[src/rtl/ogm_pkg.sv]
`default_nettype none
package ogm_pkg;
  localparam int GRID_W = 256;
  localparam int GRID_H = 256;
  localparam int CW = $clog2(GRID_W);
  localparam int RW = $clog2(GRID_H);
  localparam int AW = CW + RW;

  localparam logic [2:0] OP_INIT = 3'd0;
  localparam logic [2:0] OP_OBST = 3'd1;
  localparam logic [2:0] OP_TERR = 3'd2;
  localparam logic [2:0] OP_FILL = 3'd3;
  localparam logic [2:0] OP_READ = 3'd4;

  localparam logic [1:0] CELL_UNKNOWN = 2'd0;
  localparam logic [1:0] CELL_FREE    = 2'd1;
  localparam logic [1:0] CELL_OCC     = 2'd2;

  localparam logic REG_CELL_SIZE = 1'b0;
  localparam logic REG_CLEAR_RAD = 1'b1;

  typedef struct packed {
    logic [2:0]         op;
    logic signed [15:0] x_mm;
    logic signed [15:0] y_mm;
    logic [7:0]         cell_x;
    logic [7:0]         cell_y;
  } in_item_t;

  typedef struct packed {
    logic [1:0] cell_state;
    logic       status;
  } out_item_t;

  // classified command passed from front to back
  typedef struct packed {
    logic [2:0]    op;
    logic          drop;
    logic [CW-1:0] col;
    logic [RW-1:0] row;
  } cmd_t;
endpackage
`default_nettype wire

[src/rtl/ogm_cmd_fifo.sv]
`default_nettype none
module ogm_cmd_fifo import ogm_pkg::*; (
  input  wire logic clk,
  input  wire logic rst,
  input  wire cmd_t wr_data,
  input  wire logic wr_valid,
  output logic      wr_ready,
  output cmd_t      rd_data,
  output logic      rd_valid,
  input  wire logic rd_ready
);
  cmd_t mem [2];
  logic wp, rp;
  logic [1:0] cnt;
  logic wr, rd;
  assign wr_ready = (cnt != 2'd2);
  assign rd_valid = (cnt != 2'd0);
  assign rd_data = mem[rp];
  assign wr = wr_valid && wr_ready;
  assign rd = rd_valid && rd_ready;
  always_ff @(posedge clk) begin
    if (wr) mem[wp] <= wr_data;
    if (rst) begin
      wp <= 1'b0;
      rp <= 1'b0;
      cnt <= 2'd0;
    end else begin
      if (wr) wp <= ~wp;
      if (rd) rp <= ~rp;
      cnt <= cnt + 2'(wr) - 2'(rd);
    end
  end
endmodule
`default_nettype wire

[config.mk]
export PLATFORM = sky130hd
export DESIGN_NAME = ogm_cmd_fifo
export DESIGN_NICKNAME = d
export VERILOG_FILES = /design/src/rtl/ogm_pkg.sv /design/src/rtl/ogm_cmd_fifo.sv
export SDC_FILE = /design/constraint.sdc
export NUM_CORES = 1
export LEC_CHECK = 0
export ABC_AREA = 1
export BUFFER_PORTS_ARGS = -buffer_cell sky130_fd_sc_hd__buf_2
export CAP_MARGIN = 20
export CORE_ASPECT_RATIO = 1.2
export CORE_UTILIZATION = 50
export CTS_CLUSTER_DIAMETER = 150
export CTS_CLUSTER_SIZE = 30
export DETAILED_ROUTE_END_ITERATION = 7
export PLACE_DENSITY = 0.88
export SLEW_MARGIN = 40
export SYNTH_ARGS = -nofsm -noshare
export SYNTH_HDL_FRONTEND = slang
export SYNTH_SLANG_ARGS = --single-unit
[constraint.sdc]
create_clock -name clk -period 2.6 [get_ports clk]
set_clock_uncertainty 0.1 [all_clocks]
set_input_delay 0.13 -clock clk [delete_from_list [all_inputs] [get_ports clk]]
set_output_delay 0.13 -clock clk [all_outputs]
set_load 0.005 [all_outputs]
==> results.ini <==
[detailed_routing]
final_antenna_net_count = 0
first_pass_iters = 4
wirelength_um = 3050
dr.first_iter.drc_count = 30
viasPerCell = 4.93
routed-via-count = 1035
wl_per_cell_um = 14.5
route.detailed.drc = 0

[cells_and_area]
stdcell_count = 210
n_antenna_cell = 0
drive_gt1_share_pct = 42.8
nets = 198
fillCellCount = 200
syn_to_final_growth_pct = 33.0

[clock_tree]
cts_tree = done
ctsLongestPathBuffers = 2
post_cts_buffers = 0
cts_buffers = 5
h-tree-depth = 2
clk_pin_slew_worst_paths_ps = 80
clk_latency_ps = 300
postCtsHoldBufs = 21
cts_sinks = 45
cts_resized = 0
cts-root-buf = clkbuf_8

[critical_path]
path_class = flip-flop to flip-flop
endpoint_kind = flip-flop
crit_arrival_ps = 1860
path_max_fanout = 4
worstSetupStartpointType = flip-flop
cp.required_ps = 2690

[sta]
drv_slew = 0
tns_ps = 0
worst_pin_slew_ps = 751
grt_setup_unrepaired = false
period_needed_ps = 1770
max_freq_mhz = 565
report.final.setup_viol = 0
hold_viol = 0
relSlewSlack_pct = 49.9
finalCritPeriodShare_pct = 68.1

[global_routing]
grt_pass1_wl_um = 4570
antenna_found_initial = 0
overflow = 0
grt_pass1_vias = 1066
track_usage_pct = 17.4
grt_max_degree = 21

[synth]
yosysWarnings = 0
synth_seq_cells = 45
synth_area_um2 = 1770
synth_top_area_cell = edfxtp_1
yosys-top-cells-area = edfxtp_1 68%, mux2_4 17%, dfxtp_1 5.7%, nor2_1 1.9%, inv_1 1.7%
synth.distinct_cells = 10
seq_area_frac_synth_pct = 73.6
netlist_instances = 99
syn_area_per_cell_um2 = 17.9
synth_top_area_share_pct = 67.9
synth.net_count = 125

[pwr]
finalPower_w = 0.00203
vdd_drop_max_v = 0.000677
p_leak_nw = 0.988
cellPowerDensity_nw_per_um2 = 863

[worst_hold_path]
holdCritPathClass = input pin to flip-flop

[placed_design]
dp.cells = 181
io_buffers = 45
gp_congestion = 0.671
dp_hpwl_um = 2010

[floorplanning]
die_height_um = 67.1
num_rows = 23
die_w_um = 56.3
core_um2 = 3370
start_util_pct = 52.5
io_pins = 46
die_area_um2 = 3780

[job]
timing.max_cap.violations = 0

[outcome]
status = finished, final reports clean

[critical path: stages (launching register included)]
cell and delay, ps:
dfxtp_1 370, inv_1 70, nand2_1 130, nand2_1 120
ha_1 300, inv_1 40, ha_1 180, inv_1 70
nand2_1 70, a21oi_1 130, nor2_1 60
[layout by cell type, fill, tap and decap left out, types with 2 or more instances in the layout]
cell type	synthesis	final
a21oi_1	2	2
dfxtp_1	5	5
nand2_1	8	8
nand3_1	3	3
inv_1	8	8
clkbuf_8	0	5
ha_1	2	2
mux2_4	20	20
buf_2	0	45
edfxtp_1	40	40
nor2_1	9	8
dlygate4sd3_1	0	21
buf_4	0	2
[logic make-up after synthesis]
| kind of cell | after synthesis | synth area share [%] |
|---|---|---|
| flops | 45 | 73.6 |
| mux | 20 | 17.0 |
| simple gates | 20 | 4.46 |
| buf+inv | 10 | 2.97 |
| compound gates | 2 | 0.566 |
| fa+ha+maj | 2 | 1.42 |
[synthesized netlist by cell type]
| master | n |
|---|---|
| a21oi_1 | 2 |
| buf_6 | 2 |
| dfxtp_1 | 5 |
| edfxtp_1 | 40 |
| ha_1 | 2 |
| inv_1 | 8 |
| mux2_4 | 20 |
| nand2_1 | 8 |
| nand3_1 | 3 |
| nor2_1 | 9 |
[metrics by stage]
step	setup slack, ps	hold WS, ps	utilization [%]	cell area [µm²]
after floorplan	662	101	-	1770
after global placement	1010	200	60.4	2030
after detailed placement	853	213	60.4	2030
after CTS	838	30.6	69.8	2350
after global routing	777	56.3	69.8	2350
final	831	36.8	69.8	2350
[where the power goes]
| group | internal [W] | switching [W] |
|---|---|---|
| clock network | 0.000283 | 0.000212 |
| logic | 0.000305 | 0.000266 |
| registers | 0.000919 | 0.0000419 |
| total | 0.00151 | 0.000521 |
[final cells by class]
class	instances	area [µm²]	share of cell area, %
tap	37	46.3	1.97
sequential	45	1300	55.3
inverter	8	30.0	1.28
timing repair buffer	68	450	19.2
clock inverter	2	33.8	1.44
clock buffer	6	72.6	3.09
multi-input combinational	44	417	17.7
[sequential cells by signal, summed over array words and instances, names as in the netlist, named ones only]
name,cells
cnt,2
mem,40
rp,1
wp,1
[path summary, 6_finish.rpt]
check	startpoint	end	slack (ps)	depth (start not counted)
worst max-delay path	cnt[0]$_SDFF_PP0_	cnt[1]$_SDFF_PP0_	830	10
worst min register to register	rp$_SDFFE_PP0P_	flip-flop	430	2
worst min-delay path	wr_valid	wp$_SDFFE_PP0N_	40	3
worst max register to register	cnt[0]$_SDFF_PP0_	cnt[1]$_SDFF_PP0_	830	10
[metal layers]
metal	GRT usage [%]	routed length, µm	vias to the layer above
li1	-	-	502
met1	14.9	1020	490
met2	33.6	1800	32
met3	5.36	122	11
met4	12.8	112	0
met5	0	0	-
Power figures use the tool's default switching activity.
