## src/rtl/ogm_pkg.sv

```systemverilog
`default_nettype none
package ogm_pkg;
  localparam int GRID_W = 256;
  localparam int GRID_H = 256;
  localparam int CW = $clog2(GRID_W);
  localparam int RW = $clog2(GRID_H);
  localparam int AW = CW + RW;

  localparam logic [2:0] OP_INIT = 3'd0;
  localparam logic [2:0] OP_OBST = 3'd1;
  localparam logic [2:0] OP_TERR = 3'd2;
  localparam logic [2:0] OP_FILL = 3'd3;
  localparam logic [2:0] OP_READ = 3'd4;

  localparam logic [1:0] CELL_UNKNOWN = 2'd0;
  localparam logic [1:0] CELL_FREE    = 2'd1;
  localparam logic [1:0] CELL_OCC     = 2'd2;

  localparam logic REG_CELL_SIZE = 1'b0;
  localparam logic REG_CLEAR_RAD = 1'b1;

  typedef struct packed {
    logic [2:0]         op;
    logic signed [15:0] x_mm;
    logic signed [15:0] y_mm;
    logic [7:0]         cell_x;
    logic [7:0]         cell_y;
  } in_item_t;

  typedef struct packed {
    logic [1:0] cell_state;
    logic       status;
  } out_item_t;

  // classified command passed from front to back
  typedef struct packed {
    logic [2:0]    op;
    logic          drop;
    logic [CW-1:0] col;
    logic [RW-1:0] row;
  } cmd_t;
endpackage
`default_nettype wire

```

## src/rtl/ogm_front.sv

```systemverilog
`default_nettype none
module ogm_front import ogm_pkg::*; (
  input  wire logic      clk,
  input  wire logic      rst,
  input  wire in_item_t  in_item,
  input  wire logic      push,
  output logic           full,
  input  wire logic [9:0] cell_size,
  output cmd_t           cmd,
  output logic           cmd_valid,
  input  wire logic      cmd_ready
);
  // restoring divider: quotient of (2|v|+s)/(2s), one bit a cycle, x then y
  typedef enum logic [1:0] {IDLE, DIV, DONE} st_t;
  st_t st;
  in_item_t item;
  logic axis;
  logic [5:0] cnt;
  logic [17:0] num, quo;
  logic [18:0] rem;
  logic [10:0] dsr;
  logic [17:0] qx;
  logic [9:0] s_eff;
  logic [18:0] rem_sh, rem_sub;
  logic [18:0] num_x, num_y;
  logic signed [19:0] cx, ry;

  assign s_eff = (cell_size == 10'd0) ? 10'd1 : cell_size;
  assign num_x = {2'b0, (item.x_mm < 0) ? 16'(-item.x_mm) : 16'(item.x_mm), 1'b0}
                 + 19'(s_eff);
  assign num_y = {2'b0, (item.y_mm < 0) ? 16'(-item.y_mm) : 16'(item.y_mm), 1'b0}
                 + 19'(s_eff);
  assign rem_sh = {rem[17:0], num[17]};
  assign rem_sub = rem_sh - {8'b0, dsr};

  assign full = rst || (st != IDLE);
  assign cmd_valid = (st == DONE);

  always_comb begin
    cx = (item.x_mm < 0) ? 20'(GRID_W / 2) - 20'(qx) : 20'(GRID_W / 2) + 20'(qx);
    ry = (item.y_mm < 0) ? 20'(GRID_H / 2) - 20'(quo) : 20'(GRID_H / 2) + 20'(quo);
    cmd.op = item.op;
    cmd.drop = 1'b0;
    cmd.col = item.cell_x[CW-1:0];
    cmd.row = item.cell_y[RW-1:0];
    if (item.op == OP_OBST || item.op == OP_TERR) begin
      cmd.drop = (cx < 0) || (cx >= 20'(GRID_W)) || (ry < 0) || (ry >= 20'(GRID_H));
      cmd.col = cx[CW-1:0];
      cmd.row = ry[RW-1:0];
    end else if (item.op == OP_READ) begin
      cmd.drop = (32'(item.cell_x) >= GRID_W) || (32'(item.cell_y) >= GRID_H);
    end
  end

  always_ff @(posedge clk) begin
    if (rst) begin
      st <= IDLE;
    end else begin
      case (st)
        IDLE: if (push) begin
          item <= in_item;
          st <= (in_item.op == OP_OBST || in_item.op == OP_TERR) ? DIV : DONE;
          axis <= 1'b0;
          cnt <= 6'd0;
          rem <= '0;
          quo <= '0;
          dsr <= {s_eff, 1'b0};
        end
        DIV: begin
          if (cnt == 6'd0 && !axis) num <= num_x[17:0];
          if (cnt == 6'd0) begin
            if (axis) num <= num_y[17:0];
            rem <= '0;
            quo <= '0;
            cnt <= 6'd1;
          end else begin
            num <= {num[16:0], 1'b0};
            if (!rem_sub[18]) begin
              rem <= rem_sub;
              quo <= {quo[16:0], 1'b1};
            end else begin
              rem <= rem_sh;
              quo <= {quo[16:0], 1'b0};
            end
            cnt <= (cnt == 6'd18) ? 6'd0 : cnt + 6'd1;
            if (cnt == 6'd18) begin
              if (!axis) begin
                qx <= rem_sub[18] ? {quo[16:0], 1'b0} : {quo[16:0], 1'b1};
                axis <= 1'b1;
              end else begin
                st <= DONE;
              end
            end
          end
        end
        DONE: if (cmd_ready) st <= IDLE;
        default: st <= IDLE;
      endcase
    end
  end
endmodule
`default_nettype wire

```

## config.mk

```make
export PLATFORM = sky130hd
export DESIGN_NAME = ogm_front
export DESIGN_NICKNAME = d
export VERILOG_FILES = /design/src/rtl/ogm_pkg.sv /design/src/rtl/ogm_front.sv
export SDC_FILE = /design/constraint.sdc
export NUM_CORES = 1
export LEC_CHECK = 0
export BUFFER_PORTS_ARGS = -buffer_cell sky130_fd_sc_hd__buf_2
export CORE_MARGIN = 2
export CORE_UTILIZATION = 40
export DETAILED_ROUTE_END_ITERATION = 10
export PLACE_DENSITY_LB_ADDON = 0.08
export SLEW_MARGIN = 20
export SYNTH_ARGS = -nofsm -noshare
export SYNTH_HDL_FRONTEND = slang
export SYNTH_SLANG_ARGS = --single-unit
```

## constraint.sdc

```tcl
create_clock -name clk -period 7.6 [get_ports clk]
set_clock_uncertainty 0.15 [all_clocks]
set_input_delay 1.52 -clock clk [delete_from_list [all_inputs] [get_ports clk]]
set_output_delay 1.52 -clock clk [all_outputs]
set_load 0.05 [all_outputs]
```

==> impl_metrics.py <==
metrics = {
    "drt": {
        "wire_per_inst_microns": 16.55,
        "drt-initial-drc-count": 365,
        "drt_wl_total_microns": 19940,
        "drc_errors": 0,
        "vias": 6529,
        "vias_per_cell": 5.418,
        "drt-pass1-iter-count": 5,
        "antenna_left": 0,
    },
    "global_routing": {
        "grt_pass1_vias": 6449,
        "grt_pass1_wl_microns": 32070,
        "grt-ovfl-total": 0,
        "antenna_found_initial": 0,
        "grt_max_degree": 62,
        "grt_util_all_layers_pct": 18.12,
    },
    "critical_path": {
        "path_max_fanout": 6,
        "crit_type": "flip-flop to primary output",
        "r2r_end": "num[14]",
        "r2r-start": "item[33]",
        "endpoint_kind": "primary output",
        "worstPathArrival_ns": 3.10,
        "reg2reg_depth": 13,
        "r2r_slack_ns": 3.72,
        "start_kind": "flip-flop",
        "critPathRequiredTime_ns": 5.93,
    },
    "power": {
        "power_frac_seq_pct": 42.6,
        "clkPwrFrac_pct": 38.6,
        "p_comb_share_pct": 18.9,
        "power.net_switching_uw": 642.5,
        "switching_share_pct": 28.26,
        "p_int_mw": 1.631,
        "vdd_drop_max_uv": 141.6,
        "p_leak_nw": 3.775,
        "powerDensity_mw_per_mm2": 229.0,
    },
    "job": {
        "drv_cap": 0,
    },
    "synth": {
        "synth.distinct_cells": 70,
        "synth.most_common_cell": "edfxtp_1",
        "synth-seq-area-share_pct": 48.99,
        "yosys_warnings": 0,
        "async_flop_share_pct": 0,
        "synth-edff-count": 140,
        "yosysTopAreaCellShare_pct": 48.53,
        "synth_cells": 846,
        "netlist_top_cells_count": "edfxtp_1, nor2_1, nand2_1",
        "ys_ff_latch": 142,
        "ys.flop_type": "edfxtp_1",
        "syn_area_sq_mm": 0.008663,
        "ys_top_cells_by_area": "edfxtp_1, ha_1, nor2_1",
        "syn_avg_cell_area_sq_um": 10.24,
        "synth_area_leader_cell": "edfxtp_1",
        "synth_nets": 946,
    },
    "clock_tree": {
        "cts_made_buffers": 17,
        "post_cts_buffers": 0,
        "clock_path_buffers": 2,
        "insertion_delay_ns": 0.42,
        "cts_sinks": 142,
        "cts_hold_buf": 0,
        "post_cts_resized": 0,
        "clk_pin_slew_worst_paths_ns": 0.06,
        "htreeDepth": 4,
        "cts_tree": "built",
        "root_buffer": "clkbuf_16",
    },
    "sta": {
        "grt_setup_unrepaired": "false",
        "hold_viol_final": 0,
        "tightestPinTransition_ns": 0.9186,
        "finalSetupViolations": 0,
        "maxSlewViolCount": 0,
        "tns_ns": 0,
        "fmax_mhz": 209.8,
        "slew_headroom_pct": 38.61,
        "min_period_ns": 4.767,
        "timing.final.crit_share_pct": 62.72,
    },
    "min_path": {
        "hold_path_depth": 2,
        "worstHoldPathType": "flip-flop to flip-flop",
        "worst_hold_startpoint": "num[11]",
        "hold-path-endpoint": "num[12]",
    },
    "floorplanning": {
        "core_area_sq_mm": 0.02115,
        "row_count": 53,
        "io_pins": 87,
        "initial_utilization_pct": 40.95,
        "die_x_microns": 151.2,
        "die_y_microns": 151.2,
        "dieArea_sq_mm": 0.02285,
    },
    "placement": {
        "numPortBuffers": 86,
        "place_area_sq_mm": 0.009311,
        "hpwl_microns": 14690,
        "gp_congestion": 0.8375,
    },
    "cells_and_area": {
        "nNetsFinal": 1018,
        "drive_gt1_share_pct": 17.42,
        "post-route-cell-area_sq_mm": 0.009927,
        "area_growth_pct": 14.59,
        "n_antenna_cell": 0,
        "fin_util_pct": 46.93,
    },
    "status": {
        "status": "completed",
    },
}
## per-stage QoR
step,power [mW],setup WS [ns],cells,hold slack [ns]
after floorplan,1.302,2.243,846,0.2744
after global placement,1.406,3.370,1174,0.3452
after detailed placement,1.414,3.304,1174,0.3588
after CTS,2.297,2.850,1205,0.3727
after global routing,2.379,2.601,1205,0.4022
final,2.273,2.833,1205,0.3761
## flip-flops by register name (all words and copies together) (netlist names)
register / count
axis: 1
cmd: 3
dsr: 10
item: 48
st: 2
num: 18
quo: 18
qx: 18
rem: 18
cnt: 6
## worst max-delay path by stage
| stage | start | end | cells past startpoint |
|---|---|---|---|
| 6_report | quo[5] | cmd[16] | 9 |
| 5_1_grt | qx[2] | cmd[16] | 7 |
| 4_1_cts | quo[5] | cmd[16] | 9 |
| 3_5_place_dp | qx[2] | cmd[16] | 8 |
| 3_3_place_gp | qx[10] | cmd[16] | 9 |
| 2_1_floorplan | rst | cmd[17] | 2 |
## worst max-delay path, cell delays in order (launching register included)
cell	delay [ns]
edfxtp_1	0.47
or4_1	0.52
o21ai_1	0.26
xnor2_1	0.10
a21oi_1	0.24
nand4_1	0.15
o31ai_1	0.26
nor4_1	0.10
a41oi_1	0.26
buf_2	0.31
## cell families after synthesis
kind of cell | after synthesis | share of synthesized area (%)
and+or+nand+nor | 314 | 18.07
muxes | 23 | 2.946
AOI/OAI and AO/OA | 174 | 12.90
buffers and inverters | 84 | 4.390
xor gates and xnor gates | 74 | 7.481
DFF | 142 | 48.99
adders and majority gates | 35 | 5.228
## cells in the final DEF (no fill, tap or decap), types with 8 or more instances in the layout
cell	instances
a21oi_1	47
a31oi_1	8
and3_1	19
buf_2	86
buf_4	11
clkbuf_16	17
edfxtp_1	140
ha_1	33
inv_1	40
mux2i_1	14
nand2_1	73
nand2b_1	14
nand3_1	15
nor2_1	86
nor2b_1	12
nor3_1	32
nor4_1	11
o21ai_0	46
o31ai_1	11
xnor2_1	37
xor2_1	37
## metal layers
layer	track usage [%]	up-vias	part of all wire, %
li1	-	3243	-
met1	21.62	3137	43
met2	32.32	112	52
met3	3.645	37	2.6
met4	6.636	0	2.5
met5	0	-	0
## power by group through the flow
stage          logic (mW)  registers, mW  clock network, mW
2_1_floorplan       0.330          0.972                  0
4_1_cts             0.433          0.967              0.896
5_1_grt             0.475          0.975              0.929
3_5_place_dp        0.431          0.983                  0
6_report            0.429          0.968              0.877
3_3_place_gp        0.424          0.981                  0
## area by class of cell
class                   count  area, sq um
inverters                  40        150.1
multi-input cells         620         4060
fillers                  1983        11230
repair buffers             97        513.0
clock buffers              17        425.4
well taps                 275        344.1
flip-flops and latches    142         4244
clock inverters            14        190.2
(Power assumes the default switching activity.)
